File: config.mk
export PLATFORM = sky130hd
export DESIGN_NAME = bcnp_best_track
export DESIGN_NICKNAME = d
export VERILOG_FILES = /design/src/sv/bcnp_pkg.sv /design/src/sv/bcnp_best_track.sv
export SDC_FILE = /design/constraint.sdc
export NUM_CORES = 2
export LEC_CHECK = 0
export ABC_CLOCK_PERIOD_IN_PS = 19500
export BUFFER_PORTS_ARGS = -buffer_cell sky130_fd_sc_hd__buf_2
export CORE_UTILIZATION = 60
export CTS_CLUSTER_SIZE = 24
export DETAILED_ROUTE_END_ITERATION = 7
export GPL_TIMING_DRIVEN = 0
export PLACE_DENSITY = 0.78
export SLEW_MARGIN = 20
export SYNTH_ARGS = -nofsm -noshare
export SYNTH_HDL_FRONTEND = slang
export SYNTH_SLANG_ARGS = --single-unit
File: constraint.sdc
create_clock -name clk -period 19.5 [get_ports clk]
set_input_delay 3.9 -clock clk [delete_from_list [all_inputs] [get_ports clk]]
set_output_delay 3.9 -clock clk [all_outputs]
set_load 0.02 [all_outputs]
File: src/sv/bcnp_pkg.sv
// bcnp_pkg: shared widths, payload types, register codes and the distance
// helper for the box corner nearest point block. No dependencies.
package bcnp_pkg;

  localparam int COORD_W   = 20;
  localparam int ID_W      = 16;
  localparam int DIST_W    = 42;
  localparam int CORNERS   = 8;
  localparam int AXES      = 3;
  localparam int CIDX_W    = 3;
  localparam int CFG_IDX_W = 3;
  localparam int MAG_W     = COORD_W + 1;

  typedef logic signed [COORD_W-1:0] coord_t;
  typedef logic [DIST_W-1:0]         dist_t;
  typedef logic [ID_W-1:0]           vid_t;
  typedef logic [CIDX_W-1:0]         cidx_t;

  localparam dist_t DIST_MAX     = '1;
  localparam dist_t CUTOFF_RESET = 42'd65536000000;

  typedef enum logic [CFG_IDX_W-1:0] {
    CFG_BOX_MIN_X  = 3'd0,
    CFG_BOX_MIN_Y  = 3'd1,
    CFG_BOX_MIN_Z  = 3'd2,
    CFG_BOX_MAX_X  = 3'd3,
    CFG_BOX_MAX_Y  = 3'd4,
    CFG_BOX_MAX_Z  = 3'd5,
    CFG_CUTOFF_SQ  = 3'd6
  } cfg_reg_e;

  typedef struct packed {
    vid_t   vertex_id;
    coord_t x_coord;
    coord_t y_coord;
    coord_t z_coord;
    logic   final_vertex;
  } in_item_t;

  typedef struct packed {
    cidx_t corner_index;
    vid_t  nearest_id;
    logic  found;
    logic  last_result;
  } out_item_t;

  typedef struct packed {
    logic [CFG_IDX_W-1:0] index;
    logic [DIST_W-1:0]    value;
  } cfg_wr_t;

  // Box bounds per axis (0 = x, 1 = y, 2 = z) and the distance cutoff.
  typedef struct packed {
    coord_t [AXES-1:0] lo;
    coord_t [AXES-1:0] hi;
    dist_t             cutoff;
  } box_cfg_t;

  // Per-axis squared distances to the low and high bound.
  typedef struct packed {
    vid_t             vertex_id;
    logic             final_vertex;
    dist_t [AXES-1:0] sq_lo;
    dist_t [AXES-1:0] sq_hi;
  } sq_item_t;

  // Snapshot handed to the result buffer at the end of a set.
  typedef struct packed {
    logic                  load;
    logic [CORNERS-1:0]    found;
    vid_t [CORNERS-1:0]    ids;
  } snap_t;

  // Squared difference of two coordinates.
  function automatic dist_t sq_diff(input coord_t p, input coord_t b);
    logic signed [MAG_W-1:0] d;
    logic [MAG_W-1:0]        m;
    logic [2*MAG_W-1:0]      p2;
    d  = $signed({p[COORD_W-1], p}) - $signed({b[COORD_W-1], b});
    m  = d[MAG_W-1] ? MAG_W'(-d) : MAG_W'(d);
    p2 = m * m;
    return DIST_W'(p2);
  endfunction

endpackage

File: src/sv/bcnp_best_track.sv
// bcnp_best_track: per-corner distance sum, compare and best update; builds
// the end-of-set snapshot and clears the corners. Depends on bcnp_pkg.
module bcnp_best_track (
  input  logic               clk,
  input  logic               rst_n,
  input  logic               adv,
  input  logic               sq_valid,
  input  bcnp_pkg::sq_item_t sq_item,
  input  bcnp_pkg::dist_t    cutoff,
  output bcnp_pkg::snap_t    snap
);
  import bcnp_pkg::*;

  dist_t [CORNERS-1:0] best_d_r;
  vid_t  [CORNERS-1:0] best_id_r;
  logic  [CORNERS-1:0] found_r;

  dist_t [CORNERS-1:0] corner_d;
  logic  [CORNERS-1:0] upd;
  logic  [CORNERS-1:0] found_new;
  vid_t  [CORNERS-1:0] id_new;
  logic                take;

  assign take = sq_valid && adv;

  always_comb begin
    logic [DIST_W+1:0] s;
    cidx_t             cb;
    for (int c = 0; c < CORNERS; c++) begin
      cb = cidx_t'(c);
      s  = {2'b00, (cb[0] ? sq_item.sq_hi[0] : sq_item.sq_lo[0])}
         + {2'b00, (cb[1] ? sq_item.sq_hi[1] : sq_item.sq_lo[1])}
         + {2'b00, (cb[2] ? sq_item.sq_hi[2] : sq_item.sq_lo[2])};
      corner_d[c]  = (s > {2'b00, DIST_MAX}) ? DIST_MAX : s[DIST_W-1:0];
      // strict compares: earliest vertex keeps a tie
      upd[c]       = take && (corner_d[c] < cutoff) &&
                     (!found_r[c] || corner_d[c] < best_d_r[c]);
      found_new[c] = found_r[c] | upd[c];
      id_new[c]    = upd[c] ? sq_item.vertex_id : best_id_r[c];
    end
  end

  always_comb begin
    snap.load  = take && sq_item.final_vertex;
    snap.found = found_new;
    for (int c = 0; c < CORNERS; c++) begin
      snap.ids[c] = found_new[c] ? id_new[c] : '0;
    end
  end

  always_ff @(posedge clk) begin
    if (!rst_n) begin
      found_r <= '0;
    end else if (take) begin
      found_r <= sq_item.final_vertex ? '0 : found_new;
    end
  end

  always_ff @(posedge clk) begin
    for (int c = 0; c < CORNERS; c++) begin
      if (upd[c]) begin
        best_d_r[c]  <= corner_d[c];
        best_id_r[c] <= sq_item.vertex_id;
      end
    end
  end

endmodule

==> impl_metrics.env <==
export IMPL_status="complete, no violations"
export IMPL_synth_area_um2=58600
export IMPL_drtIter0Drc=7055
export IMPL_final_cell_area_um2=64600
export IMPL_p_per_area_nw_per_um2=115
export IMPL_setup_viol=0
export IMPL_area_growth_pct=10.2
export IMPL_cts_tree="done"
export IMPL_ys_seq_elements=472
export IMPL_ant_nets=0
export IMPL_r2r_cells=15
export IMPL_total_power_w=0.00743
export IMPL_nets=8936
export IMPL_slew_headroom=0.113
export IMPL_synth_flop_cell="edfxtp_1"
export IMPL_irDropWorstVdd_mv=0.110
export IMPL_finalSetupTns_ps=0
export IMPL_cpPeakStageDelay_ps=1050
export IMPL_grt_pass1_vias=55732
export IMPL_cp_start_kind="input pin"
export IMPL_insertion_delay_ps=690
export IMPL_cts_root_buf="clkbuf_16"
export IMPL_num_vias=59024
export IMPL_cp_max_fo=10
export IMPL_num_fill_cells=8086
export IMPL_die_w_um=315
export IMPL_antenna_found_initial=18
export IMPL_cp_data_required_time_ps=15600
export IMPL_r2r_start="best_d_r[305]$_DFFE_PP_"
export IMPL_drtPass1Iterations=6
export IMPL_worstPathArrival_ps=15390
export IMPL_gp_congestion=1.11
export IMPL_hold_viol=0
export IMPL_maxSlewViolCount=0
export IMPL_fin_ws_ps=210
export IMPL_synth_top_cell_area_share=0.249
export IMPL_fp_dieH_um=315
export IMPL_synth_cells=6926
export IMPL_p_leak_nw=30.4
export IMPL_synth_edf_count=336
export IMPL_start_util=0.606
export IMPL_grt_max_degree=52
export IMPL_r2r_end="best_d_r[301]$_DFFE_PP_"
export IMPL_ios=452
export IMPL_tightestPinTransition_ps=1320
export IMPL_critPathCaptureType="output port"
export IMPL_rsz0062_at_grt="no"
export IMPL_avgSynthCellArea_um2=8.46
export IMPL_routedWlPerCell_um=27.5
export IMPL_ys_types=94
export IMPL_io_buffers=451
export IMPL_cts_buffers_inserted=54
export IMPL_core_area_um2=96700
export IMPL_drv_cap=0
export IMPL_rows=114
export IMPL_clkSinkCount=472
export IMPL_min_period_ps=19290
export IMPL_path_class="input pin to output port"
export IMPL_yosysWarnings=0
export IMPL_async_reset_ff_frac=0
export IMPL_drc=0
export IMPL_hold_class="flip-flop to flip-flop"
export IMPL_min_delay_worst_endpoint="best_id_r[71]$_DFF_P_"
export IMPL_clkTransAtPathRegs_ps=60
export IMPL_die_area_um2=99000
export IMPL_grt_pass1_wl_um=343000
export IMPL_htreeDepth=2
export IMPL_holdCritStartpoint="best_id_r[71]$_DFF_P_"
export IMPL_dp_slack_ps=-64.1
export IMPL_min_path_cells=2
export IMPL_ff2ff_setup_slack_ps=14560
export IMPL_hpwlAfterDp_um=201000
export IMPL_synth_largest_area_cell="ha_1"
export IMPL_drive_gt1_frac=0.101
export IMPL_synth_seq_area_share=0.219
export IMPL_place_area_um2=62600
export IMPL_skew_ps=30.2
export IMPL_routed_wirelength_um=241000
export IMPL_grt_usage=0.469
export IMPL_fmax_mhz=51.8
export IMPL_viasPerCell=6.72
export IMPL_synth_nets=8422
export IMPL_clk_path_buf_depth=3
export IMPL_finalCritPeriodShare=0.989
export IMPL_grt_overflow_total=0
export IMPL_whs_ps=461
export IMPL_synthTopCellsByArea="ha_1, edfxtp_1, a21oi_1"
export IMPL_crit_slowest_cell="a211oi_1"
-- cell usage after synthesis (all sizes together) (31+ instances only) --
master and instances:
dfxtp 136, a211oi 71, nor2 358, nand2 652, xor2 194, o21bai 77
mux2 100, nand4 182, nor2b 121, nand2b 94, o21a 64, a21o 419
ha 1169, and3 63, nand3 149, a31oi 66, xnor2 244, clkbuf 115
edfxtp 336, o21ai 386, nor3 93, mux2i 49, o211ai 42, inv 570
and2 31, a21oi 640
-- stage by stage --
| stage | utilization | std cells |
|---|---|---|
| CTS | 0.666 | 8761 |
| finish | 0.668 | 8781 |
| global route | 0.668 | 8771 |
| detailed placement | 0.648 | 8660 |
| global placement | 0.646 | 8653 |
| floorplan | - | 6926 |
-- flip-flops by register name, summed over array words and instances, names as in the netlist --
name	flops
best_d_r	336
best_id_r	128
found_r	8
-- cells by family after synthesis --
group	synth area share
AND/OR/NAND/NOR	0.155
buffers and inverters	0.0459
multiplexers	0.0276
flip-flops	0.219
XOR/XNOR	0.0654
AO/OA/AOI/OAI	0.234
adder cells (fa/ha/maj)	0.254
-- how the worst max path moves through the flow --
| stage | from | to | cells past startpoint |
|---|---|---|---|
| global route | sq_item[1] | snap[54] | 37 |
| finish | sq_item[172] | snap[9] | 38 |
| floorplan | sq_item[0] | snap[118] | 38 |
| detailed placement | sq_item[1] | snap[61] | 41 |
| CTS | sq_item[3] | snap[87] | 33 |
| global placement | sq_item[1] | snap[57] | 40 |
-- timing repair --
action / CTS / global route
pin swaps: 0 / 1
endpoints found under the setup margin: 35 / 91
gates cloned: 0 / 0
buffers inserted: 0 / 1
resized for setup: 3 / 28
hold buffers: 0 / 0
-- power by group --
group	switching, W	internal [W]	total [W]	leakage [nW]
Combinational	0.00303	0.00181	0.00484	25.1
Sequential	0.0000845	0.00145	0.00153	4.37
Clock	0.000468	0.000592	0.00106	0.883
-- layout by cell type (no fill, tap or decap), types with 244 or more instances in the layout --
cell / netlist / final
buf_2: 11 / 461
edfxtp_1: 336 / 336
inv_1: 570 / 567
nor2_1: 357 / 355
o21ai_0: 379 / 379
a21o_1: 419 / 418
a21oi_1: 639 / 638
xnor2_1: 244 / 244
nand2_1: 651 / 651
ha_1: 1169 / 1169
-- worst max-delay path: cells and delay by family --
family                   cells  cell delay [ps]
multiplexers                 1              500
AO/OA/AOI/OAI               15             4950
adder cells (fa/ha/maj)      3              960
XOR/XNOR                     1              510
buffers and inverters        6             1850
AND/OR/NAND/NOR             12             2680
-- routing by layer --
layer	track usage	share of wire	up-vias
li1	-	-	26745
met1	0.610	0.39	27930
met2	0.697	0.42	3558
met3	0.107	0.12	785
met4	0.299	0.075	6
met5	0	0.00018	-
-- final cells by class --
cell class	instances	area, um2	share of cell area
antenna	20	50.0	0.000775
timing repair buffer	459	2380	0.0368
multi-input combinational	5749	43200	0.670
buffer	134	572	0.00885
inverter	570	2140	0.0331
sequential	472	12800	0.198
clock inverter	32	307	0.00475
clock buffer	69	1480	0.0229
tap	1276	1600	0.0247
(Power assumes the default switching activity.)
