File: src/sv/bcnp_pkg.sv
// bcnp_pkg: shared widths, payload types, register codes and the distance
// helper for the box corner nearest point block. No dependencies.
package bcnp_pkg;

  localparam int COORD_W   = 20;
  localparam int ID_W      = 16;
  localparam int DIST_W    = 42;
  localparam int CORNERS   = 8;
  localparam int AXES      = 3;
  localparam int CIDX_W    = 3;
  localparam int CFG_IDX_W = 3;
  localparam int MAG_W     = COORD_W + 1;

  typedef logic signed [COORD_W-1:0] coord_t;
  typedef logic [DIST_W-1:0]         dist_t;
  typedef logic [ID_W-1:0]           vid_t;
  typedef logic [CIDX_W-1:0]         cidx_t;

  localparam dist_t DIST_MAX     = '1;
  localparam dist_t CUTOFF_RESET = 42'd65536000000;

  typedef enum logic [CFG_IDX_W-1:0] {
    CFG_BOX_MIN_X  = 3'd0,
    CFG_BOX_MIN_Y  = 3'd1,
    CFG_BOX_MIN_Z  = 3'd2,
    CFG_BOX_MAX_X  = 3'd3,
    CFG_BOX_MAX_Y  = 3'd4,
    CFG_BOX_MAX_Z  = 3'd5,
    CFG_CUTOFF_SQ  = 3'd6
  } cfg_reg_e;

  typedef struct packed {
    vid_t   vertex_id;
    coord_t x_coord;
    coord_t y_coord;
    coord_t z_coord;
    logic   final_vertex;
  } in_item_t;

  typedef struct packed {
    cidx_t corner_index;
    vid_t  nearest_id;
    logic  found;
    logic  last_result;
  } out_item_t;

  typedef struct packed {
    logic [CFG_IDX_W-1:0] index;
    logic [DIST_W-1:0]    value;
  } cfg_wr_t;

  // Box bounds per axis (0 = x, 1 = y, 2 = z) and the distance cutoff.
  typedef struct packed {
    coord_t [AXES-1:0] lo;
    coord_t [AXES-1:0] hi;
    dist_t             cutoff;
  } box_cfg_t;

  // Per-axis squared distances to the low and high bound.
  typedef struct packed {
    vid_t             vertex_id;
    logic             final_vertex;
    dist_t [AXES-1:0] sq_lo;
    dist_t [AXES-1:0] sq_hi;
  } sq_item_t;

  // Snapshot handed to the result buffer at the end of a set.
  typedef struct packed {
    logic                  load;
    logic [CORNERS-1:0]    found;
    vid_t [CORNERS-1:0]    ids;
  } snap_t;

  // Squared difference of two coordinates.
  function automatic dist_t sq_diff(input coord_t p, input coord_t b);
    logic signed [MAG_W-1:0] d;
    logic [MAG_W-1:0]        m;
    logic [2*MAG_W-1:0]      p2;
    d  = $signed({p[COORD_W-1], p}) - $signed({b[COORD_W-1], b});
    m  = d[MAG_W-1] ? MAG_W'(-d) : MAG_W'(d);
    p2 = m * m;
    return DIST_W'(p2);
  endfunction

endpackage

File: src/sv/bcnp_cfg_if.sv
// bcnp_cfg_if: configuration write channel (valid, ready, index and data).
// Depends on bcnp_pkg.
interface bcnp_cfg_if;
  import bcnp_pkg::*;
  logic    valid;
  logic    ready;
  cfg_wr_t data;
  modport source (output valid, output data, input ready);
  modport sink   (input valid, input data, output ready);
endinterface

File: src/sv/bcnp_cfg_regs.sv
// bcnp_cfg_regs: box bound and cutoff registers written over the cfg channel.
// Depends on bcnp_pkg and bcnp_cfg_if.
module bcnp_cfg_regs (
  input  logic               clk,
  input  logic               rst_n,
  bcnp_cfg_if.sink           cfg_ch,
  output bcnp_pkg::box_cfg_t box
);
  import bcnp_pkg::*;

  box_cfg_t box_r;

  assign cfg_ch.ready = 1'b1;
  assign box          = box_r;

  always_ff @(posedge clk) begin
    if (!rst_n) begin
      box_r.lo     <= '0;
      box_r.hi     <= '0;
      box_r.cutoff <= CUTOFF_RESET;
    end else if (cfg_ch.valid) begin
      case (cfg_ch.data.index)
        CFG_BOX_MIN_X: box_r.lo[0]  <= coord_t'(cfg_ch.data.value[COORD_W-1:0]);
        CFG_BOX_MIN_Y: box_r.lo[1]  <= coord_t'(cfg_ch.data.value[COORD_W-1:0]);
        CFG_BOX_MIN_Z: box_r.lo[2]  <= coord_t'(cfg_ch.data.value[COORD_W-1:0]);
        CFG_BOX_MAX_X: box_r.hi[0]  <= coord_t'(cfg_ch.data.value[COORD_W-1:0]);
        CFG_BOX_MAX_Y: box_r.hi[1]  <= coord_t'(cfg_ch.data.value[COORD_W-1:0]);
        CFG_BOX_MAX_Z: box_r.hi[2]  <= coord_t'(cfg_ch.data.value[COORD_W-1:0]);
        CFG_CUTOFF_SQ: box_r.cutoff <= cfg_ch.data.value;
        default: ;
      endcase
    end
  end

endmodule

File: src/flat_wrapper.sv
// flat-port wrapper written by rule: the top's interface ports become plain ports
module bcnp_cfg_regs_flat import bcnp_pkg::*;
  (clk, rst_n, box, cfg_ch_valid, cfg_ch_data, cfg_ch_ready);
  bcnp_cfg_if cfg_ch_i ();
  input  logic clk;
  input  logic rst_n;
  output bcnp_pkg::box_cfg_t box;
  input wire logic [$bits(cfg_ch_i.valid)-1:0] cfg_ch_valid;
  input wire logic [$bits(cfg_ch_i.data)-1:0] cfg_ch_data;
  output wire logic [$bits(cfg_ch_i.ready)-1:0] cfg_ch_ready;
  assign cfg_ch_i.valid = cfg_ch_valid;
  assign cfg_ch_i.data = cfg_ch_data;
  assign cfg_ch_ready = cfg_ch_i.ready;
  bcnp_cfg_regs u_core (.clk(clk), .rst_n(rst_n), .cfg_ch(cfg_ch_i), .box(box));
endmodule
File: config.mk
export PLATFORM = sky130hd
export DESIGN_NAME = bcnp_cfg_regs_flat
export DESIGN_NICKNAME = d
export VERILOG_FILES = /design/src/sv/bcnp_pkg.sv /design/src/sv/bcnp_cfg_if.sv /design/src/sv/bcnp_cfg_regs.sv /design/src/flat_wrapper.sv
export SDC_FILE = /design/constraint.sdc
export NUM_CORES = 1
export LEC_CHECK = 0
export BUFFER_PORTS_ARGS = -buffer_cell sky130_fd_sc_hd__buf_2
export CORE_ASPECT_RATIO = 0.7
export CORE_UTILIZATION = 53
export CTS_CLUSTER_SIZE = 10
export DETAILED_ROUTE_END_ITERATION = 8
export GPL_TIMING_DRIVEN = 0
export PLACE_DENSITY = 0.95
export SYNTH_ARGS = -nofsm -noshare
export SYNTH_HDL_FRONTEND = slang
export SYNTH_SLANG_ARGS = --single-unit
File: constraint.sdc
create_clock -name clk -period 2.7 [get_ports clk]
set_clock_uncertainty 0.15 [all_clocks]
set_input_delay 0.54 -clock clk [delete_from_list [all_inputs] [get_ports clk]]
set_output_delay 0.54 -clock clk [all_outputs]
set_load 0.05 [all_outputs]
==> results of run 1 <==
final timing paths:
path | end | slack (ns) | from
worst max-delay path | box[104] | 0.96 | u_core.box[104]
worst min-delay path | u_core.box[27] | 0.22 | cfg_ch_data[27]
worst max register to register | u_core.box[58] | 1.89 | u_core.box[58]
worst min register to register | u_core.box[52] | 0.30 | u_core.box[52]
cells by family (layout without fill, tap and decap cells):
logic type,after synthesis,after routing,synth area share
muxes,162,162,0.2718
and+or+nand+nor,212,212,0.1485
other,1,1,0.0006285
DFF,162,162,0.5435
buffers and inverters,41,280,0.03565
power groups by stage:
stage	sequential [W]	combinational, W	clock [W]
after floorplan	0.00270	0.000172	0
after global placement	0.00252	0.000508	0
after detailed placement	0.00252	0.000514	0
after CTS	0.00247	0.000517	0.00268
after global routing	0.00247	0.000544	0.00278
final	0.00247	0.000516	0.00266
layer usage:
metal,share of wire,vias up
met1,0.45,2416
met4,0.010,0
met3,0.082,20
met2,0.46,169
met5,0,-
li1,-,2362
layout by cell type (no fill, tap or decap), drive strengths merged, types with 2 or more instances in the layout:
cell type and count:
inv 2, nand4bb 3, buf 232, clkbuf 36
dfxtp 162, clkinvlp 2, bufinv 5, clkinv 3
nand2 190, nor2b 14, nand4b 3, mux2i 162
layout make-up:
cell class | instances | share of cell area
buffer | 41 | 0.02707
clock buffer | 19 | 0.05765
clock inverter | 12 | 0.02596
multi-input combinational | 375 | 0.3196
sequential | 162 | 0.4128
tap | 153 | 0.02437
timing repair buffer | 208 | 0.1325
per-stage QoR:
stage / power (W) / hold WS, ns
final: 0.005645 / 0.2205
after global placement: 0.003027 / 0.2889
after floorplan: 0.002877 / 0.5237
after global routing: 0.005802 / 0.2152
after CTS: 0.005669 / 0.2114
after detailed placement: 0.003036 / 0.2925
==> results.ini, run 1 <==
[clock_tree]
clkSlewWorstSetupHoldPaths_ns = 0.06
total_of_cells_resized_after_clock_tree_synthesis = 0
cts-htree-levels = 4
cts.hold.buffers_added = 0
clk-insertion-delay-late_ns = 0.41
cts_max_path_buffers = 2
clkSinkCount = 162
cts_made_buffers = 17
post_cts_buffers = 0
tritoncts = done
clock-root-buffer = clkbuf_16

[pwr]
combPwrFrac = 0.091
clock_power_share = 0.471
sequentialPowerShare = 0.438
static-leakage-power_nw = 4.252
vdd_ir_max_uv = 482.1
switching_share = 0.2432
power_per_cell_area_mw_per_mm2 = 718.5
power.internal_w = 0.004272
total_switching_power_w = 0.001373

[detailed_routing]
detailedRoute.firstIterationViolations = 236
tritonroute_pass_1_iters = 6
avgRoutedWirePerCell_um = 17.06
final_antenna_net_count = 0
via_per_inst = 5.121
routed-via-count = 4967
drt-total-wl_um = 16550
post-route-drc-count = 0

[worst_setup_path]
cp_num_cells = 1
crit_family = flip-flops
endpoint_kind = primary output
criticalPathCategory = flip-flop to primary output
timing.critical_path.fanout_max = 2
crit_buf_inv = 1
timing.critical_path.slowest_stage_cell = dfxtp_1
path_cells = buf_2
critPathArrivalTime_ns = 1.05
crit_path_start_kind = flip-flop
worst-endpoint-required_ns = 2.01
crit_path_max_cell_delay_ns = 0.36
worstRegToRegCells = 2

[global_route]
number_of_antenna_violations_at_the_first_check_in_global_routing = 0
top_usage_layer_grt = met2
grt_pass1_vias = 4890
use_met1 = 0.3543
grt.overflow.total = 0
global_route.usage.total = 0.2867
global_route.usage.met2 = 0.4725
grt_use_met3 = 0.1025
global_route_wire_length_before_repair_um = 25340
pin_count_of_the_biggest_net_entering_global_routing = 17

[logic_synthesis]
post-synth-top-count-cell = nand2_1
synth_top_cells_by_area = dfxtp_1, mux2i_1, nand2_1
post_syn_instances = 578
synth.yosys.seq_area_share = 0.5435
synth_area_mm2 = 0.005967
yosys_register_bits = 162
yosys.area.top_type = dfxtp_1
number_of_synthesized_flops_with_an_enable_pin = 0
syn_nets = 626
flip_flop_cell_with_the_highest_count_after_synthesis = dfxtp_1
synthDistinctLibCells = 13
synth_commonest_cells = nand2_1, dfxtp_1, mux2i_1
synth_area_per_cell_um2 = 10.32
ys.warnings.count = 0
synth_async_sr_flop_share = 0
synth_top_area_frac = 0.5435

[floorplan]
die_h_um = 90.78
effective_utilization_at_floorplan = 0.5439
fp.dieArea_mm2 = 0.01169
chipWidth_um = 128.8
floorplan.rows = 32
ioPinCount = 211
core_area_mm2 = 0.01097

[sta]
report.final.hold_viol_count = 0
fin_crit_ns = 1.744
max_slew_headroom_at_the_worst_pin = 0.5631
setup_repair_after_global_routing_missed_its_margin = no
post-route-period-util = 0.6461
worst_pin_slew_ns = 0.6553
finalSetupViolations = 0
fin_ws_ns = 0.9557
fmax_mhz = 573.3
report.final.slew_viol_count = 0
setup_tns_final_ns = 0

[outcome]
run_status = complete, no violations

[placement]
port_buffers = 208
dp_slack_ns = 0.7519
post_dp_cell_area_mm2 = 0.007199
gp_routability_congestion = 0.7962
sum_of_net_half_perimeters_after_detailed_placement_um = 11790
cell_count_after_placement = 939

[finish]
num-fill-cells = 832
largest_register_ffs = 162
final_util = 0.7161
nNetsFinal = 853
drive_gt1_frac = 0.3231
syn_to_final_growth_pct = 31.66
final_cells = 970
regArea_mm2 = 0.003243
antenna-diode-count = 0
finish.instance_area_mm2 = 0.007856
combined_area_of_the_multi_input_logic_cells_mm2 = 0.002511

[hold_path]
min_delay_path_depth = 3
min-delay-path-class = primary input to flip-flop

[flow_run]
max-cap-violations = 0

Power figures use the tool's default switching activity.
==> run 2, diff against run 1 <==
--- a/config.mk
+++ b/config.mk
@@ -7,11 +7,11 @@
 export LEC_CHECK = 0
 export BUFFER_PORTS_ARGS = -buffer_cell sky130_fd_sc_hd__buf_2
 export CORE_ASPECT_RATIO = 0.7
-export CORE_UTILIZATION = 53
+export CORE_UTILIZATION = 49
 export CTS_CLUSTER_SIZE = 10
 export DETAILED_ROUTE_END_ITERATION = 8
 export GPL_TIMING_DRIVEN = 0
-export PLACE_DENSITY = 0.95
+export PLACE_DENSITY = 0.91
 export SYNTH_ARGS = -nofsm -noshare
 export SYNTH_HDL_FRONTEND = slang
 export SYNTH_SLANG_ARGS = --single-unit
==> constraint.sdc (replaced) <==
create_clock -name clk -period 1.65 [get_ports clk]
set_clock_uncertainty 0.15 [all_clocks]
set_input_delay 0.33 -clock clk [delete_from_list [all_inputs] [get_ports clk]]
set_output_delay 0.33 -clock clk [all_outputs]
set_load 0.05 [all_outputs]
==> run 2 against run 1 <==
  * Power rose by 58%
  * Critical path type unchanged
  * Sequential power rose by 64%
  * Global-route usage fell by 2.1 points
  * Design area fell by 0.65%
  * Largest power group is now sequential cells
  * Utilization fell by 5.3 points
  * First-iteration DRC count fell by 21%
  * Critical path depth did not move
  * Hold slack got worse by 0.21 ns
  * Highest routed layer unchanged
==> results.ini, run 2 (synthesized netlist as in run 1, its figures left out) <==
[hold_path]
min-delay-path-class = primary input to flip-flop
min_delay_path_depth = 3  ; unchanged

[detailed_routing]
avgRoutedWirePerCell_um = 16.82  ; -1.4%
final_antenna_net_count = 0  ; unchanged
drt-total-wl_um = 16400  ; -0.88%
routed-via-count = 4882  ; -1.7%
tritonroute_pass_1_iters = 5  ; -1
post-route-drc-count = 0  ; unchanged
detailedRoute.firstIterationViolations = 187  ; -21%
via_per_inst = 5.007  ; -2.2%

[sta]
post-route-period-util = 0.9324
report.final.hold_viol_count = 0  ; unchanged
max_slew_headroom_at_the_worst_pin = 0.6010  ; +0.03784
report.final.slew_viol_count = 0  ; unchanged
worst_pin_slew_ns = 0.5985  ; -0.05676 ns
fmax_mhz = 650.0
setup_repair_after_global_routing_missed_its_margin = no
fin_crit_ns = 1.538
final.hold.worst_slack_ns = 0.01044  ; -0.2100 ns
finalSetupViolations = 0  ; unchanged
fin_ws_ns = 0.1115  ; -0.8442 ns

[worst_setup_path]
worst-endpoint-required_ns = 1.17  ; -0.84 ns
path_cells = buf_2
endpoint_kind = primary output
crit_buf_inv = 1  ; unchanged
worstRegToRegCells = 2  ; unchanged
critPathArrivalTime_ns = 1.06  ; about the same
timing.critical_path.slowest_stage_cell = dfxtp_1
cp_num_cells = 1  ; unchanged
crit_family = flip-flops
timing.critical_path.fanout_max = 2  ; unchanged
crit_path_max_cell_delay_ns = 0.37  ; about the same
criticalPathCategory = flip-flop to primary output
crit_path_start_kind = flip-flop

[clock_tree]
clkSinkCount = 162  ; unchanged
post_cts_buffers = 0  ; unchanged
cts_max_path_buffers = 2  ; unchanged
clkSlewWorstSetupHoldPaths_ns = 0.06  ; about the same
clk-insertion-delay-late_ns = 0.41  ; about the same
tritoncts = done
total_of_cells_resized_after_clock_tree_synthesis = 0  ; unchanged
cts_made_buffers = 17  ; unchanged
cts-htree-levels = 4  ; unchanged
clock-root-buffer = clkbuf_16
cts.hold.buffers_added = 0  ; unchanged

[pwr]
static-leakage-power_nw = 4.232  ; -0.46%
report.power.total_w = 0.008898  ; +58%
vdd_ir_max_uv = 721.0  ; +50%
power_per_cell_area_mw_per_mm2 = 1140  ; +59%

[finish]
num-fill-cells = 935  ; +12%
drive_gt1_frac = 0.3227  ; -0.0003950
layout_common_cells = buf_2, nand2_1, mux2i_1, dfxtp_1, clkbuf_1
layout.cells.most_common = buf_2
final_util = 0.6633  ; -0.05286
largest_register_ffs = 162  ; unchanged
nNetsFinal = 853  ; unchanged
final_cells = 975  ; +0.52%
syn_to_final_growth_pct = 30.80
antenna-diode-count = 0  ; unchanged

[placement]
dp_slack_ns = -0.1308  ; -0.8827 ns
sum_of_net_half_perimeters_after_detailed_placement_um = 11900  ; +0.96%
gp_routability_congestion = 0.7964  ; about the same
port_buffers = 208  ; unchanged
cell_count_after_placement = 943  ; +0.43%

[global_route]
global_route_wire_length_before_repair_um = 25300  ; -0.19%
grt_pass1_vias = 4745  ; -3.0%
grt.overflow.total = 0  ; unchanged
global_route.usage.total = 0.2660  ; -0.02078
pin_count_of_the_biggest_net_entering_global_routing = 17  ; unchanged
number_of_antenna_violations_at_the_first_check_in_global_routing = 0  ; unchanged

[floorplan]
ioPinCount = 211  ; unchanged
core_area_mm2 = 0.01177  ; +7.3%
chipWidth_um = 133.9  ; +3.9%
floorplan.rows = 33  ; +3.1%
fp.dieArea_mm2 = 0.01263  ; +8.0%
effective_utilization_at_floorplan = 0.5071  ; -0.03684
die_h_um = 94.33  ; +3.9%

[outcome]
run_status = complete, no violations

[flow_run]
max-cap-violations = 0  ; unchanged

## run 2: cell count changes in the layout (fill, tap and decap cells not counted), sizes merged
| cell | before | now |
|---|---|---|
| bufinv | 5 | 3 |
| clkinv | 3 | 6 |
| clkinvlp | 2 | 1 |
| inv | 2 | 3 |
## run 2: area by class of cell
class,instances,area [um^2],area share
sequential,162,3243,0.4155
multi-input combinational,375,2511,0.3217
timing repair buffer,208,1041,0.1334
clock buffer,19,442.9,0.05675
buffer,41,212.7,0.02725
tap,157,196.4,0.02517
clock inverter,13,157.7,0.02020
## run 2: final timing paths
check             startpoint         endpoint  slack, ns
min          cfg_ch_data[31]   u_core.box[31]       0.01
max           u_core.box[48]          box[48]       0.11
min reg2reg   u_core.box[61]   u_core.box[61]       0.30
max reg2reg  u_core.box[125]  u_core.box[125]       0.84
## run 2: stage by stage
step / TNS (ns) / area (um^2)
floorplan: 0 / 5967
global placement: -1.570 / 7204
detailed placement: -5.075 / 7204
CTS: 0 / 7805
global route: 0 / 7805
finish: 0 / 7805
## run 2: layer usage
| layer | global-route usage | share of wire |
|---|---|---|
| met3 | 0.09439 | 0.087 |
| met2 | 0.4301 | 0.45 |
| met5 | 0 | 0 |
| met4 | 0.09470 | 0.015 |
| met1 | 0.3287 | 0.44 |
## run 2: report_power, final
group	leakage [nW]	internal [W]	switching, W
clock	0.298	0.00242	0.00159
combinational	2.62	0.000221	0.000624
sequential	1.31	0.00400	0.0000431
