[src/sv/bcnp_pkg.sv]
// bcnp_pkg: shared widths, payload types, register codes and the distance
// helper for the box corner nearest point block. No dependencies.
package bcnp_pkg;

  localparam int COORD_W   = 20;
  localparam int ID_W      = 16;
  localparam int DIST_W    = 42;
  localparam int CORNERS   = 8;
  localparam int AXES      = 3;
  localparam int CIDX_W    = 3;
  localparam int CFG_IDX_W = 3;
  localparam int MAG_W     = COORD_W + 1;

  typedef logic signed [COORD_W-1:0] coord_t;
  typedef logic [DIST_W-1:0]         dist_t;
  typedef logic [ID_W-1:0]           vid_t;
  typedef logic [CIDX_W-1:0]         cidx_t;

  localparam dist_t DIST_MAX     = '1;
  localparam dist_t CUTOFF_RESET = 42'd65536000000;

  typedef enum logic [CFG_IDX_W-1:0] {
    CFG_BOX_MIN_X  = 3'd0,
    CFG_BOX_MIN_Y  = 3'd1,
    CFG_BOX_MIN_Z  = 3'd2,
    CFG_BOX_MAX_X  = 3'd3,
    CFG_BOX_MAX_Y  = 3'd4,
    CFG_BOX_MAX_Z  = 3'd5,
    CFG_CUTOFF_SQ  = 3'd6
  } cfg_reg_e;

  typedef struct packed {
    vid_t   vertex_id;
    coord_t x_coord;
    coord_t y_coord;
    coord_t z_coord;
    logic   final_vertex;
  } in_item_t;

  typedef struct packed {
    cidx_t corner_index;
    vid_t  nearest_id;
    logic  found;
    logic  last_result;
  } out_item_t;

  typedef struct packed {
    logic [CFG_IDX_W-1:0] index;
    logic [DIST_W-1:0]    value;
  } cfg_wr_t;

  // Box bounds per axis (0 = x, 1 = y, 2 = z) and the distance cutoff.
  typedef struct packed {
    coord_t [AXES-1:0] lo;
    coord_t [AXES-1:0] hi;
    dist_t             cutoff;
  } box_cfg_t;

  // Per-axis squared distances to the low and high bound.
  typedef struct packed {
    vid_t             vertex_id;
    logic             final_vertex;
    dist_t [AXES-1:0] sq_lo;
    dist_t [AXES-1:0] sq_hi;
  } sq_item_t;

  // Snapshot handed to the result buffer at the end of a set.
  typedef struct packed {
    logic                  load;
    logic [CORNERS-1:0]    found;
    vid_t [CORNERS-1:0]    ids;
  } snap_t;

  // Squared difference of two coordinates.
  function automatic dist_t sq_diff(input coord_t p, input coord_t b);
    logic signed [MAG_W-1:0] d;
    logic [MAG_W-1:0]        m;
    logic [2*MAG_W-1:0]      p2;
    d  = $signed({p[COORD_W-1], p}) - $signed({b[COORD_W-1], b});
    m  = d[MAG_W-1] ? MAG_W'(-d) : MAG_W'(d);
    p2 = m * m;
    return DIST_W'(p2);
  endfunction

endpackage

[src/sv/bcnp_out_if.sv]
// bcnp_out_if: result channel (valid, ready, payload).
// Depends on bcnp_pkg.
interface bcnp_out_if;
  import bcnp_pkg::*;
  logic      valid;
  logic      ready;
  out_item_t data;
  modport source (output valid, output data, input ready);
  modport sink   (input valid, input data, output ready);
endinterface

[src/sv/bcnp_result_buf.sv]
// bcnp_result_buf: holds the eight corner results of a finished set and
// sends them one per transfer. Depends on bcnp_pkg and bcnp_out_if.
module bcnp_result_buf (
  input  logic            clk,
  input  logic            rst_n,
  input  bcnp_pkg::snap_t snap,
  output logic            buf_free,
  bcnp_out_if.source      out_ch
);
  import bcnp_pkg::*;

  logic               out_v_r;
  cidx_t              idx_r;
  logic [CORNERS-1:0] found_r;
  vid_t [CORNERS-1:0] ids_r;
  logic               xfer;
  logic               last;

  localparam cidx_t LAST_IDX = cidx_t'(CORNERS - 1);

  assign last     = (idx_r == LAST_IDX);
  assign xfer     = out_v_r && out_ch.ready;
  assign buf_free = !out_v_r || (xfer && last);

  assign out_ch.valid             = out_v_r;
  assign out_ch.data.corner_index = idx_r;
  assign out_ch.data.nearest_id   = ids_r[idx_r];
  assign out_ch.data.found        = found_r[idx_r];
  assign out_ch.data.last_result  = last;

  always_ff @(posedge clk) begin
    if (!rst_n) begin
      out_v_r <= 1'b0;
      idx_r   <= '0;
    end else if (snap.load) begin
      out_v_r <= 1'b1;
      idx_r   <= '0;
    end else if (xfer) begin
      out_v_r <= !last;
      idx_r   <= idx_r + cidx_t'(1);
    end
  end

  always_ff @(posedge clk) begin
    if (snap.load) begin
      found_r <= snap.found;
      ids_r   <= snap.ids;
    end
  end

endmodule

[src/flat_wrapper.sv]
// flat-port wrapper written by rule: the top's interface ports become plain ports
module bcnp_result_buf_flat import bcnp_pkg::*;
  (clk, rst_n, snap, buf_free, out_ch_valid, out_ch_data, out_ch_ready);
  bcnp_out_if out_ch_i ();
  input  logic clk;
  input  logic rst_n;
  input  bcnp_pkg::snap_t snap;
  output logic buf_free;
  output wire logic [$bits(out_ch_i.valid)-1:0] out_ch_valid;
  output wire logic [$bits(out_ch_i.data)-1:0] out_ch_data;
  input wire logic [$bits(out_ch_i.ready)-1:0] out_ch_ready;
  assign out_ch_valid = out_ch_i.valid;
  assign out_ch_data = out_ch_i.data;
  assign out_ch_i.ready = out_ch_ready;
  bcnp_result_buf u_core (.clk(clk), .rst_n(rst_n), .snap(snap), .buf_free(buf_free), .out_ch(out_ch_i));
endmodule
[config.mk]
export PLATFORM = sky130hd
export DESIGN_NAME = bcnp_result_buf_flat
export DESIGN_NICKNAME = d
export VERILOG_FILES = /design/src/sv/bcnp_pkg.sv /design/src/sv/bcnp_out_if.sv /design/src/sv/bcnp_result_buf.sv /design/src/flat_wrapper.sv
export SDC_FILE = /design/constraint.sdc
export NUM_CORES = 1
export LEC_CHECK = 0
export ABC_CLOCK_PERIOD_IN_PS = 5300
export BUFFER_PORTS_ARGS = -buffer_cell sky130_fd_sc_hd__buf_2
export CAP_MARGIN = 5
export CORE_ASPECT_RATIO = 2
export CORE_MARGIN = 4
export CORE_UTILIZATION = 40
export CTS_CLUSTER_DIAMETER = 30
export DETAILED_ROUTE_END_ITERATION = 7
export GPL_TIMING_DRIVEN = 0
export MAX_ROUTING_LAYER = met4
export SLEW_MARGIN = 15
export SYNTH_ARGS = -nofsm -noshare
export SYNTH_HDL_FRONTEND = slang
export SYNTH_SLANG_ARGS = --single-unit
[constraint.sdc]
create_clock -name clk -period 5.3 [get_ports clk]
set_clock_uncertainty 0.15 [all_clocks]
set_input_delay 0.53 -clock clk [delete_from_list [all_inputs] [get_ports clk]]
set_output_delay 0.53 -clock clk [all_outputs]
set_load 0.02 [all_outputs]
==> flow_summary.toml, run 1 <==
[status]
outcome = "finished, final reports clean"

[final_layout]
antenna_cells = 0
seq_area_mm2 = 0.004164
layout-drive-gt1-share_pct = 54.13
fillers = 1078
syn2layout_area_growth_pct = 29.74
multiInputGateArea_mm2 = 0.001186
nets = 541

[min_path]
hold_depth = 1
hp-start = "snap[16]"
worstHoldEndpoint = "u_core.ids_r[16]$_DFFE_PP_"
hold_path_class = "in2reg"

[setup_path]
endpoint_kind = "output port"
r2r-start = "u_core.idx_r[1]$_SDFFE_PP0P_"
crit_path_start_kind = "flip-flop"
critPathArrivalTime_ps = 2570
worstSetupPathType = "reg2out"
reg2reg_depth = 4
cp_max_fo = 10
regToRegSetupSlack_ps = 3390
r2r_end = "u_core.idx_r[1]$_SDFFE_PP0P_"
required_ps = 4620

[detailed_routing]
met2_wirelength_mm = 6.546
drtPass1Iterations = 4
wl_mm = 11.26
routed_via_density = 5.021
drc_errors = 0
top_layer = "met4"
ant_nets = 0
wl_met1_mm = 3.846
wl_per_cell_um = 19.85
wl_met3_um = 619
dr_total_vias = 2847
drt_iter0_drc = 93

[sta]
worstMarginPinSlew_ps = 836.1
finalHoldViolations = 0
max_freq_mhz = 307.8
fin_tns_setup_ps = 0
setup_ws_ps = 2052
rsz0062_at_grt = "no"
finalSetupViolCount = 0
period_share_pct = 61.29
relSlewSlack_pct = 44.26
fin_crit_ps = 3248
slew_violations = 0

[clocking]
cts_tree = "done"
root_buffer = "clkbuf_16"
cts-buffers-inserted = 17
cts_sinks = 140
ctsResizeCount = 0
clk_path_buf_depth = 2
htreeDepth = 4
hold_buffers = 0
cts_setup_buffers = 0
cts.clk_slew.worst_paths_ps = 70
clock_latency_ps = 410

[global_route]
grt_overflow = 0
antenna_found_initial = 0
grt_pass1_vias = 3217
grt_pass1_wl_mm = 17.12
track_usage_pct = 15.61
grt_max_degree = 85

[synthesis]
yosys-top-cells-area = "edfxtp_1 75%, mux4_1 15%, mux2_2 3.5%"
synth_top_cell_by_area = "edfxtp_1"
yosysSeqAreaShare_pct = 76.66
synth_warnings = 0
synth_area_mm2 = 0.005431
synth_most_common_cell = "edfxtp_1"
synthDistinctLibCells = 19
syn_avg_cell_area_um2 = 25.03
synth_edf_count = 136
ys.flop_type = "edfxtp_1"
ys_ff_latch = 140
synthesis.nets = 359
postSynthCellCount = 217
synth.top_cell.area_share_pct = 75.19
async_flop_share_pct = 0
synth_commonest_cells = "136 x edfxtp_1, 32 x mux4_1, 17 x mux2_2, 4 x buf_6, 4 x dfxtp_1"

[placement]
dp_hpwl_mm = 8.108
io_buffers = 162
dpl_worst_slack_ps = 2408
place.gp.congestion = 0.7873

[floorplanning]
dieArea_mm2 = 0.01562
start_util_pct = 40.65
num_rows = 60
die_h_um = 172.8
ios = 163
core_mm2 = 0.01336
die_x_um = 90.40

[pwr]
p_leak_nw = 2.733
irDropWorstVdd_v = 0.0003201
powerDensity_mw_per_mm2 = 373.3

[job]
maxCapViolCount = 0
[metal layers]
| metal | track usage, % | vias to the layer above |
|---|---|---|
| li1 | - | 1320 |
| met1 | 15.36 | 1408 |
| met2 | 28.10 | 105 |
| met3 | 4.179 | 14 |
| met4 | 7.353 | 0 |
| met5 | - | - |
[worst max path at each step]
| stage | start | endpoint | slack (ps) | depth (start not counted) |
|---|---|---|---|---|
| 3_3_place_gp | snap[136] | u_core.idx_r[0]$_SDFFE_PP0P_ | 2110 | 3 |
| 3_5_place_dp | u_core.idx_r[1]$_SDFFE_PP0P_ | out_ch_data[6] | 2410 | 5 |
| 5_1_grt | u_core.idx_r[1]$_SDFFE_PP0P_ | out_ch_data[6] | 1920 | 5 |
| 4_1_cts | u_core.idx_r[1]$_SDFFE_PP0P_ | out_ch_data[6] | 1950 | 5 |
| 6_report | u_core.idx_r[1]$_SDFFE_PP0P_ | out_ch_data[6] | 2050 | 5 |
| 2_1_floorplan | u_core.idx_r[0]$_SDFFE_PP0P_ | out_ch_data[17] | 2970 | 4 |
[flip-flops by register name, indices dropped and copies added (netlist names)]
name / count
u_core.found_r: 8
u_core.out_ch.valid: 1
u_core.ids_r: 128
u_core.idx_r: 3
[placed cells by master (no fill, tap or decap), types with 4 or more instances in the layout]
cell type and n:
clkbuf_16 17, clkinv_4 4, edfxtp_1 136, buf_6 5
buf_2 163, mux2_2 17, inv_6 6, mux4_1 32
clkbuf_1 4, dfxtp_1 4
[worst max-delay path, cell delays in order, from the launching register on]
cell and delay, ps:
dfxtp_1 370, buf_2 270, clkbuf_1 670, mux4_1 420
mux2_2 270, buf_2 160
[stage by stage]
step                      std cells  utilization (%)  hold slack, ps  area [µm²]  power, mW
after floorplan                 217                -           455.8        5431      1.414
after global placement          534            48.16           399.4        6436      1.509
after detailed placement        535            48.42           422.5        6470      1.520
after CTS                       567            52.73           113.5        7047      2.670
after global routing            567            52.73           102.9        7047      2.743
final                           567            52.73           135.5        7047      2.631
[cells by family after synthesis]
kind of cell	after synthesis	synth area share [%]
fa+ha+maj	2	0.4606
mux	51	19.83
compound gates	8	1.106
buf+inv	12	1.497
flops	140	76.66
simple gates	4	0.4378
[area by class of cell]
class                      instances  area share (%)
tap                              155           2.752
multi-input combinational         65           16.83
timing repair buffer             163           11.99
inverter                           1         0.05327
sequential                       140           59.09
buffer                            11           1.101
clock buffer                      18           6.090
clock inverter                    14           2.095
[power by group]
group	internal [mW]	switching [mW]	leakage, nW
logic	0.0894	0.0741	1.09
clock network	0.663	0.476	0.281
registers	1.31	0.0192	1.36
Power figures use the tool's default switching activity.
==> inputs of run 2 (changes only) <==
--- a/config.mk
+++ b/config.mk
@@ -5,7 +5,8 @@
 export SDC_FILE = /design/constraint.sdc
 export NUM_CORES = 1
 export LEC_CHECK = 0
-export ABC_CLOCK_PERIOD_IN_PS = 5300
+export ABC_AREA = 1
+export ABC_CLOCK_PERIOD_IN_PS = 2900
 export BUFFER_PORTS_ARGS = -buffer_cell sky130_fd_sc_hd__buf_2
 export CAP_MARGIN = 5
 export CORE_ASPECT_RATIO = 2
@@ -15,6 +16,7 @@
 export DETAILED_ROUTE_END_ITERATION = 7
 export GPL_TIMING_DRIVEN = 0
 export MAX_ROUTING_LAYER = met4
+export PLACE_DENSITY = 0.66
 export SLEW_MARGIN = 15
 export SYNTH_ARGS = -nofsm -noshare
 export SYNTH_HDL_FRONTEND = slang
==> constraint.sdc (replaced) <==
create_clock -name clk -period 2.9 [get_ports clk]
set_clock_uncertainty 0.15 [all_clocks]
set_input_delay 0.29 -clock clk [delete_from_list [all_inputs] [get_ports clk]]
set_output_delay 0.29 -clock clk [all_outputs]
set_load 0.02 [all_outputs]
==> run 2 against run 1 <==
Effect of this change:
- routed wire length increased by 55%
- sequential power grew 83%
- global-route usage up 6.2 points
- worst setup slack worse by 1400 ps
- critical path depth rose by 3
- flip-flop and latch count stayed put
- first-iteration DRC count up 140%
- register-to-register slack got worse by 1800 ps
- area after synthesis increased by 12%
- clock power grew 99%
- critical path type unchanged
- largest cell class unchanged
- largest power group unchanged
==> flow_summary.toml, run 2 <==
[status]
outcome = "finished, final reports clean"

[clocking]
root_buffer = "clkbuf_16"
clock_latency_ps = 410
ctsResizeCount = 0
cts_tree = "done"
htreeDepth = 4
cts.clk_slew.worst_paths_ps = 60
cts_sinks = 140
hold_buffers = 137
cts-buffers-inserted = 17
cts_setup_buffers = 0
clk_path_buf_depth = 2

[sta]
max_freq_mhz = 439.2
rsz0062_at_grt = "no"
fin_crit_ps = 2277
setup_ws_ps = 623.4
worstMarginPinSlew_ps = 601.5
fin_tns_setup_ps = 0
slew_violations = 0
finalSetupViolCount = 0
period_share_pct = 78.51
relSlewSlack_pct = 59.90
finalHoldViolations = 0

[global_route]
grt_pass1_wl_mm = 26.92
antenna_found_initial = 0
track_usage_pct = 21.80
grt_overflow = 0
grt_max_degree = 77
grt_pass1_vias = 5403

[detailed_routing]
drt_iter0_drc = 221
dr_total_vias = 5053
wl_per_cell_um = 15.34
wl_mm = 17.43
drc_errors = 0
drtPass1Iterations = 4
routed_via_density = 4.448
ant_nets = 0

[floorplanning]
start_util_pct = 40.96
core_mm2 = 0.01490
die_h_um = 182.7
die_x_um = 95.34
ios = 163
num_rows = 63
dieArea_mm2 = 0.01741

[synthesis]
synth_top_cell_by_area = "edfxtp_1"
yosys-top-cells-area = "edfxtp_1 67%, nand2_1 14%, inv_1 8.5%"
ys_ff_latch = 140
synth.top_cell.area_share_pct = 66.93
synth_commonest_cells = "224 x nand2_1, 138 x inv_1, 136 x edfxtp_1, 68 x nand3_1, 17 x buf_2"
synth_edf_count = 136
yosysSeqAreaShare_pct = 68.24
ys.flop_type = "edfxtp_1"
synth_warnings = 0
synth_area_mm2 = 0.006102
postSynthCellCount = 609
async_flop_share_pct = 0
syn_avg_cell_area_um2 = 10.02
synthDistinctLibCells = 14
synth_most_common_cell = "nand2_1"
synthesis.nets = 751

[setup_path]
critPathArrivalTime_ps = 1840
critPathLaunch = "u_core.idx_r[1]$_SDFFE_PP0P_"
cp_max_fo = 10
cp_common_cell = "nand2_1"
path_cells = "buf_2 -> inv_2 -> buf_4 -> nand3_1 -> nand2_1 -> nand2_1 -> nand2_1 -> buf_2"
required_ps = 2460
crit_path_top_delay_cell = "dfxtp_1"
r2r_end = "u_core.idx_r[0]$_SDFFE_PP0P_"
r2r-start = "u_core.idx_r[0]$_SDFFE_PP0P_"
endpoint_kind = "output port"
regToRegSetupSlack_ps = 1590
reg2reg_depth = 5
worstSetupPathType = "reg2out"
critPathMaxStageDelay_ps = 320
crit_path_start_kind = "flip-flop"

[final_layout]
antenna_cells = 0
layout_common_cells = "224 x nand2_1, 178 x buf_2, 138 x inv_1, 137 x dlygate4sd3_1, 136 x edfxtp_1"
fillers = 1145
largest_reg_flops = 128
multiInputGateArea_mm2 = 0.001245
syn2layout_area_growth_pct = 50.54
final_common_cell = "nand2_1"
nets = 1070
seq_area_mm2 = 0.004164
stdcell_area_mm2 = 0.009186
reg_top3 = "u_core.ids_r x128, u_core.found_r x8, u_core.idx_r x3"
layout-drive-gt1-share_pct = 23.59
top_register = "u_core.ids_r"

[job]
maxCapViolCount = 0

[pwr]
total_power_mw = 5.335
powerDensity_mw_per_mm2 = 580.7
seq_power_share_pct = 45.7
clkPwrFrac_pct = 42.6
p_leak_nw = 4.479
switching_share_pct = 22.44
intPower_mw = 4.138
irDropWorstVdd_v = 0.0004014
power.switching_mw = 1.197
combPwrFrac_pct = 11.8

[placement]
dp_hpwl_mm = 11.31
place.gp.congestion = 0.8166
io_buffers = 162
dpl_worst_slack_ps = 1029
placed_area_mm2 = 0.007191

[min_path]
hp-start = "out_ch_ready"
hold_depth = 4
hold_path_class = "in2reg"
worstHoldEndpoint = "u_core.out_ch.valid$_SDFFE_PN0P_"
[run 2: cell count changes in the layout (fill, tap and decap cells not counted), sizes merged, moves of 17 or more]
cell,change
nand2,+224
dlygate4sd3,+137
inv,+133
nand3,+66
mux4,-34
buf,+18
mux2,-17
[run 2: cells by family (layout without fill, tap and decap cells)]
kind of cell	count (synthesis)	after routing	synth area share (%)
adders and majority gates	2	2	0.4100
buffers and inverters	167	499	11.36
DFF	140	140	68.24
and+or+nand+nor	293	293	19.42
AOI/OAI and AO/OA	7	7	0.5741
[run 2: worst max-delay path by stage]
stage	cells after the start	slack, ps	to
3_5_place_dp	7	1030	out_ch_data[16]
5_1_grt	9	430	out_ch_data[16]
4_1_cts	7	550	out_ch_data[16]
3_3_place_gp	4	-290	u_core.idx_r[0]$_SDFFE_PP0P_
6_report	8	620	out_ch_data[8]
2_1_floorplan	8	1270	out_ch_data[14]
[run 2: area by class of cell]
cell class / count / area share [%]
clock inverter: 14 / 2.125
multi-input combinational: 302 / 13.55
timing repair buffer: 300 / 24.12
clock buffer: 18 / 4.672
tap: 195 / 2.656
inverter: 141 / 5.761
sequential: 140 / 45.33
buffer: 26 / 1.784
[run 2: routing by layer]
layer | global-route usage (%) | wire length (µm)
met5 | - | 0
met4 | 10.82 | 621
met3 | 4.125 | 935
met2 | 39.71 | 9885
met1 | 21.27 | 5983
[run 2: stage by stage]
stage / instances / hold WS (ps) / util (%)
final: 1136 / 28.04 / 61.66
after floorplan: 609 / 238.9 / -
after global placement: 966 / 316.3 / 48.04
after CTS: 1136 / 1.784 / 61.66
after detailed placement: 967 / 318.1 / 48.27
after global routing: 1136 / 32.46 / 61.66
[run 2: power groups by stage]
stage          sequential [mW]  combinational, mW  clock (mW)
6_report                  2.44              0.627        2.27
4_1_cts                   2.43              0.625        2.31
5_1_grt                   2.45              0.699        2.41
2_1_floorplan             2.47              0.234           0
3_5_place_dp              2.48              0.477           0
3_3_place_gp              2.48              0.469           0
[run 2: critical path, delay by kind of cell (launching register included)]
kind / cells / cell delay [ps]
DFF: 1 / 320
buffers and inverters: 4 / 710
and+or+nand+nor: 4 / 390
==> inputs of run 3 (changes only) <==
--- a/config.mk
+++ b/config.mk
@@ -5,8 +5,8 @@
 export SDC_FILE = /design/constraint.sdc
 export NUM_CORES = 1
 export LEC_CHECK = 0
-export ABC_AREA = 1
-export ABC_CLOCK_PERIOD_IN_PS = 2900
+export ABC_AREA = 0
+export ABC_CLOCK_PERIOD_IN_PS = 2000
 export BUFFER_PORTS_ARGS = -buffer_cell sky130_fd_sc_hd__buf_2
 export CAP_MARGIN = 5
 export CORE_ASPECT_RATIO = 2
@@ -16,7 +16,7 @@
 export DETAILED_ROUTE_END_ITERATION = 7
 export GPL_TIMING_DRIVEN = 0
 export MAX_ROUTING_LAYER = met4
-export PLACE_DENSITY = 0.66
+export PLACE_DENSITY = 0.67
 export SLEW_MARGIN = 15
 export SYNTH_ARGS = -nofsm -noshare
 export SYNTH_HDL_FRONTEND = slang
==> constraint.sdc (replaced) <==
create_clock -name clk -period 2 [get_ports clk]
set_clock_uncertainty 0.15 [all_clocks]
set_input_delay 0.2 -clock clk [delete_from_list [all_inputs] [get_ports clk]]
set_output_delay 0.2 -clock clk [all_outputs]
set_load 0.02 [all_outputs]
==> run 3 against run 2 <==
Effect of this change:
- the flow now stops in 4_1_cts
- area after synthesis fell by 11%
- synthesized cell count fell by 64%
==> flow_summary.toml, run 3 <==
[status]
outcome = "stopped before the end"
haltStage = "4_1_cts"
stop_error = "[ERROR RSZ-0060] Max buffer count reached."

[synthesis]
synth_xor_area_share_pct = 0
ys.flop_type = "edfxtp_1"
yosysSeqAreaShare_pct = 76.66
synthesis.nets = 359
synth-simple-area-share_pct = 0.4377
synth_area_mm2 = 0.005431
synth_top_family_by_area = "multiplexers"
synth_most_common_cell = "edfxtp_1"
synth_fa_ha_area_share_pct = 0.4607
postSynthCellCount = 217
synth.top_cell.area_share_pct = 75.19
synth_compound_area_share_pct = 1.106
synth_mux_area_share_pct = 19.83
synth_warnings = 0
yosys-top-cells-area = "edfxtp_1 75%, mux4_1 15%, mux2_2 3.5%"
ys_ff_latch = 140
syn_avg_cell_area_um2 = 25.03
synth_top_cell_by_area = "edfxtp_1"
synth_commonest_cells = "136 x edfxtp_1, 32 x mux4_1, 17 x mux2_2, 4 x buf_6, 4 x dfxtp_1"
async_flop_share_pct = 0
synth_edf_count = 136
synthDistinctLibCells = 19

[clocking]
cts_setup_buffers = 9
root_buffer = "clkbuf_16"
cts_sinks = 140
ctsResizeCount = 99
clk_path_buf_depth = 2
hold_buffers = 116
cts-buffers-inserted = 17
htreeDepth = 4

[floorplanning]
start_util_pct = 40.65
die_h_um = 172.8
die_x_um = 90.40
ios = 163
num_rows = 60

[placement]
place.gp.congestion = 0.7579
placed_area_mm2 = 0.006470
dp_hpwl_mm = 8.497
io_buffers = 162
run 3: cell count changes after synthesis, sizes merged, moves of 3 or more:
cell	previous run	this run
mux4	0	34
nand3	68	2
nand2	224	0
clkbuf	0	3
a21bo	0	3
mux2	0	17
inv	141	1
buf	26	8
o21ai	3	0
run 3: per-stage QoR:
| step | hold WS (ps) | util, % | setup WS, ps | std cells | setup TNS (ps) |
|---|---|---|---|---|---|
| 2_1_floorplan | 148.9 | - | 1.817 | 217 | 0 |
| 3_3_place_gp | 226.2 | 48.16 | -850.0 | 534 | -119670 |
| 3_5_place_dp | 228.1 | 48.42 | -547.8 | 535 | -7640 |
run 3: kinds of logic after synthesis:
logic type	Yosys count
DFF	140
muxes	51
buffers and inverters	12
AOI/OAI and AO/OA	8
and+or+nand+nor	4
adders and majority gates	2
==> inputs of run 4 (changes only) <==
--- a/config.mk
+++ b/config.mk
@@ -6,17 +6,14 @@
 export NUM_CORES = 1
 export LEC_CHECK = 0
 export ABC_AREA = 0
-export ABC_CLOCK_PERIOD_IN_PS = 2000
+export ABC_CLOCK_PERIOD_IN_PS = 2600
 export BUFFER_PORTS_ARGS = -buffer_cell sky130_fd_sc_hd__buf_2
 export CAP_MARGIN = 5
-export CORE_ASPECT_RATIO = 2
 export CORE_MARGIN = 4
-export CORE_UTILIZATION = 40
-export CTS_CLUSTER_DIAMETER = 30
+export CORE_UTILIZATION = 25
 export DETAILED_ROUTE_END_ITERATION = 7
 export GPL_TIMING_DRIVEN = 0
-export MAX_ROUTING_LAYER = met4
-export PLACE_DENSITY = 0.67
+export PLACE_DENSITY_LB_ADDON = 0.15
 export SLEW_MARGIN = 15
 export SYNTH_ARGS = -nofsm -noshare
 export SYNTH_HDL_FRONTEND = slang
==> constraint.sdc (replaced) <==
create_clock -name clk -period 2.6 [get_ports clk]
set_clock_uncertainty 0.15 [all_clocks]
set_input_delay 0.26 -clock clk [delete_from_list [all_inputs] [get_ports clk]]
set_output_delay 0.26 -clock clk [all_outputs]
set_load 0.02 [all_outputs]
==> run 4 against run 3 <==
Effect of this change:
- the run now ends clean
==> flow_summary.toml, run 4 (synthesis gave the netlist of run 1 again) <==
[status]
outcome = "finished, final reports clean"

[detailed_routing]
met2_wirelength_mm = 7.270
ant_nets = 0
wl_per_cell_um = 16.44
wl_mm = 13.60
routed_via_density = 4.076
drt_iter0_drc = 116
dr_total_vias = 3371
wl_met1_mm = 5.580
wl_met3_um = 601
drtPass1Iterations = 4
top_layer = "met4"
drc_errors = 0

[sta]
fin_crit_ps = 2488
period_share_pct = 95.71
worstMarginPinSlew_ps = 648.4
setup_ws_ps = 111.6
finalSetupViolCount = 0
rsz0062_at_grt = "yes"
whs_ps = 186.1
max_freq_mhz = 401.9
fin_tns_setup_ps = 0
slew_violations = 0
finalHoldViolations = 0
relSlewSlack_pct = 56.77

[global_route]
grt_overflow = 0
track_usage_pct = 11.51
antenna_found_initial = 0
grt_max_degree = 73
grt_pass1_vias = 3850
grt_pass1_wl_mm = 20.91

[placement]
io_buffers = 162
dp_hpwl_mm = 8.976
placed_area_mm2 = 0.006620
dpl_worst_slack_ps = -79.90
place.gp.congestion = 0.7033

[final_layout]
seq_area_mm2 = 0.004165
final_common_cell = "buf_2"
nets = 681
multiInputGateArea_mm2 = 0.001182
layout_common_cells = "163 x buf_2, 138 x dlygate4sd3_1, 136 x edfxtp_1, 31 x mux4_1"
antenna_cells = 0
largest_reg_flops = 128
reg_top3 = "u_core.ids_r x128, u_core.found_r x8, u_core.idx_r x3"
fillers = 1946
top_register = "u_core.ids_r"
stdcell_area_mm2 = 0.008601
layout-drive-gt1-share_pct = 41.85
syn2layout_area_growth_pct = 58.35

[setup_path]
crit_path_top_delay_cell = "mux4_1"
regToRegSetupSlack_ps = 1210
critPathArrivalTime_ps = 2080
path_cells = "buf_8 -> buf_12 -> mux4_1 -> mux2_2 -> buf_2"
cp_max_fo = 10
crit_path_start_kind = "flip-flop"
critPathMaxStageDelay_ps = 570
endpoint_kind = "output port"
worstSetupPathType = "reg2out"
required_ps = 2190

[floorplanning]
start_util_pct = 25.60
die_x_um = 155.4
num_rows = 53
die_h_um = 155.4
dieArea_mm2 = 0.02415
ios = 163
core_mm2 = 0.02122

[clocking]
clock_latency_ps = 400
clk_path_buf_depth = 2
root_buffer = "clkbuf_16"
cts_sinks = 140
cts_tree = "done"
htreeDepth = 4
cts-buffers-inserted = 17
cts.clk_slew.worst_paths_ps = 60

[pwr]
powerDensity_mw_per_mm2 = 631.0
p_leak_nw = 3.313
irDropWorstVdd_v = 0.0003423

[job]
maxCapViolCount = 0

[min_path]
hold_path_class = "in2reg"
[run 4: metal layers]
metal / global-route usage (%) / up-vias
li1: - / 1599
met1: 13.47 / 1676
met2: 20.52 / 87
met3: 3.310 / 9
met4: 3.376 / 0
met5: 0 / -
[run 4: cell type report]
cell class / count / area share, %
well taps: 275 / 4.001
flip-flops and latches: 140 / 48.43
clock buffers: 18 / 4.990
plain buffers: 11 / 1.440
repair buffers: 303 / 26.05
clock inverters: 14 / 1.295
inverters: 1 / 0.04364
multi-input cells: 65 / 13.75
[run 4: worst max-delay path: cells and delay by family (launching register included)]
kind                   cells  cell delay, ps
muxes                      2             840
DFF                        1             350
buffers and inverters      3             470
[run 4: through the flow]
stage / util (%) / total power, mW / std cells
after floorplan: - / 2.883 / 217
after global placement: 31.04 / 3.091 / 654
after detailed placement: 31.20 / 3.101 / 655
after CTS: 40.53 / 5.536 / 827
after global routing: 40.53 / 5.673 / 827
final: 40.53 / 5.427 / 827
[run 4: report_power, final]
group / internal [mW] / switching [mW]
Sequential: 2.67 / 0.0395
Combinational: 0.322 / 0.187
Clock: 1.24 / 0.975
Total: 4.23 / 1.20
[run 4: path summary, 6_finish.rpt]
check,to,from,cells past startpoint
worst max-delay path,out_ch_data[10],u_core.idx_r[0]$_SDFFE_PP0P_,5
worst min register to register,u_core.idx_r[1]$_SDFFE_PP0P_,u_core.out_ch.valid$_SDFFE_PN0P_,2
worst min-delay path,u_core.ids_r[103]$_DFFE_PP_,snap[136],1
worst max register to register,u_core.idx_r[1]$_SDFFE_PP0P_,u_core.idx_r[1]$_SDFFE_PP0P_,4
[run 4: timing repair]
| action | 4_1_cts | 5_1_grt |
|---|---|---|
| hold buffers | 138 | 0 |
| hold endpoints to repair | 138 | 0 |
| resized for setup | 18 | 4 |
| setup endpoints to repair | 17 | 11 |
| buffers inserted | 2 | 0 |
| gates cloned | 0 | 0 |
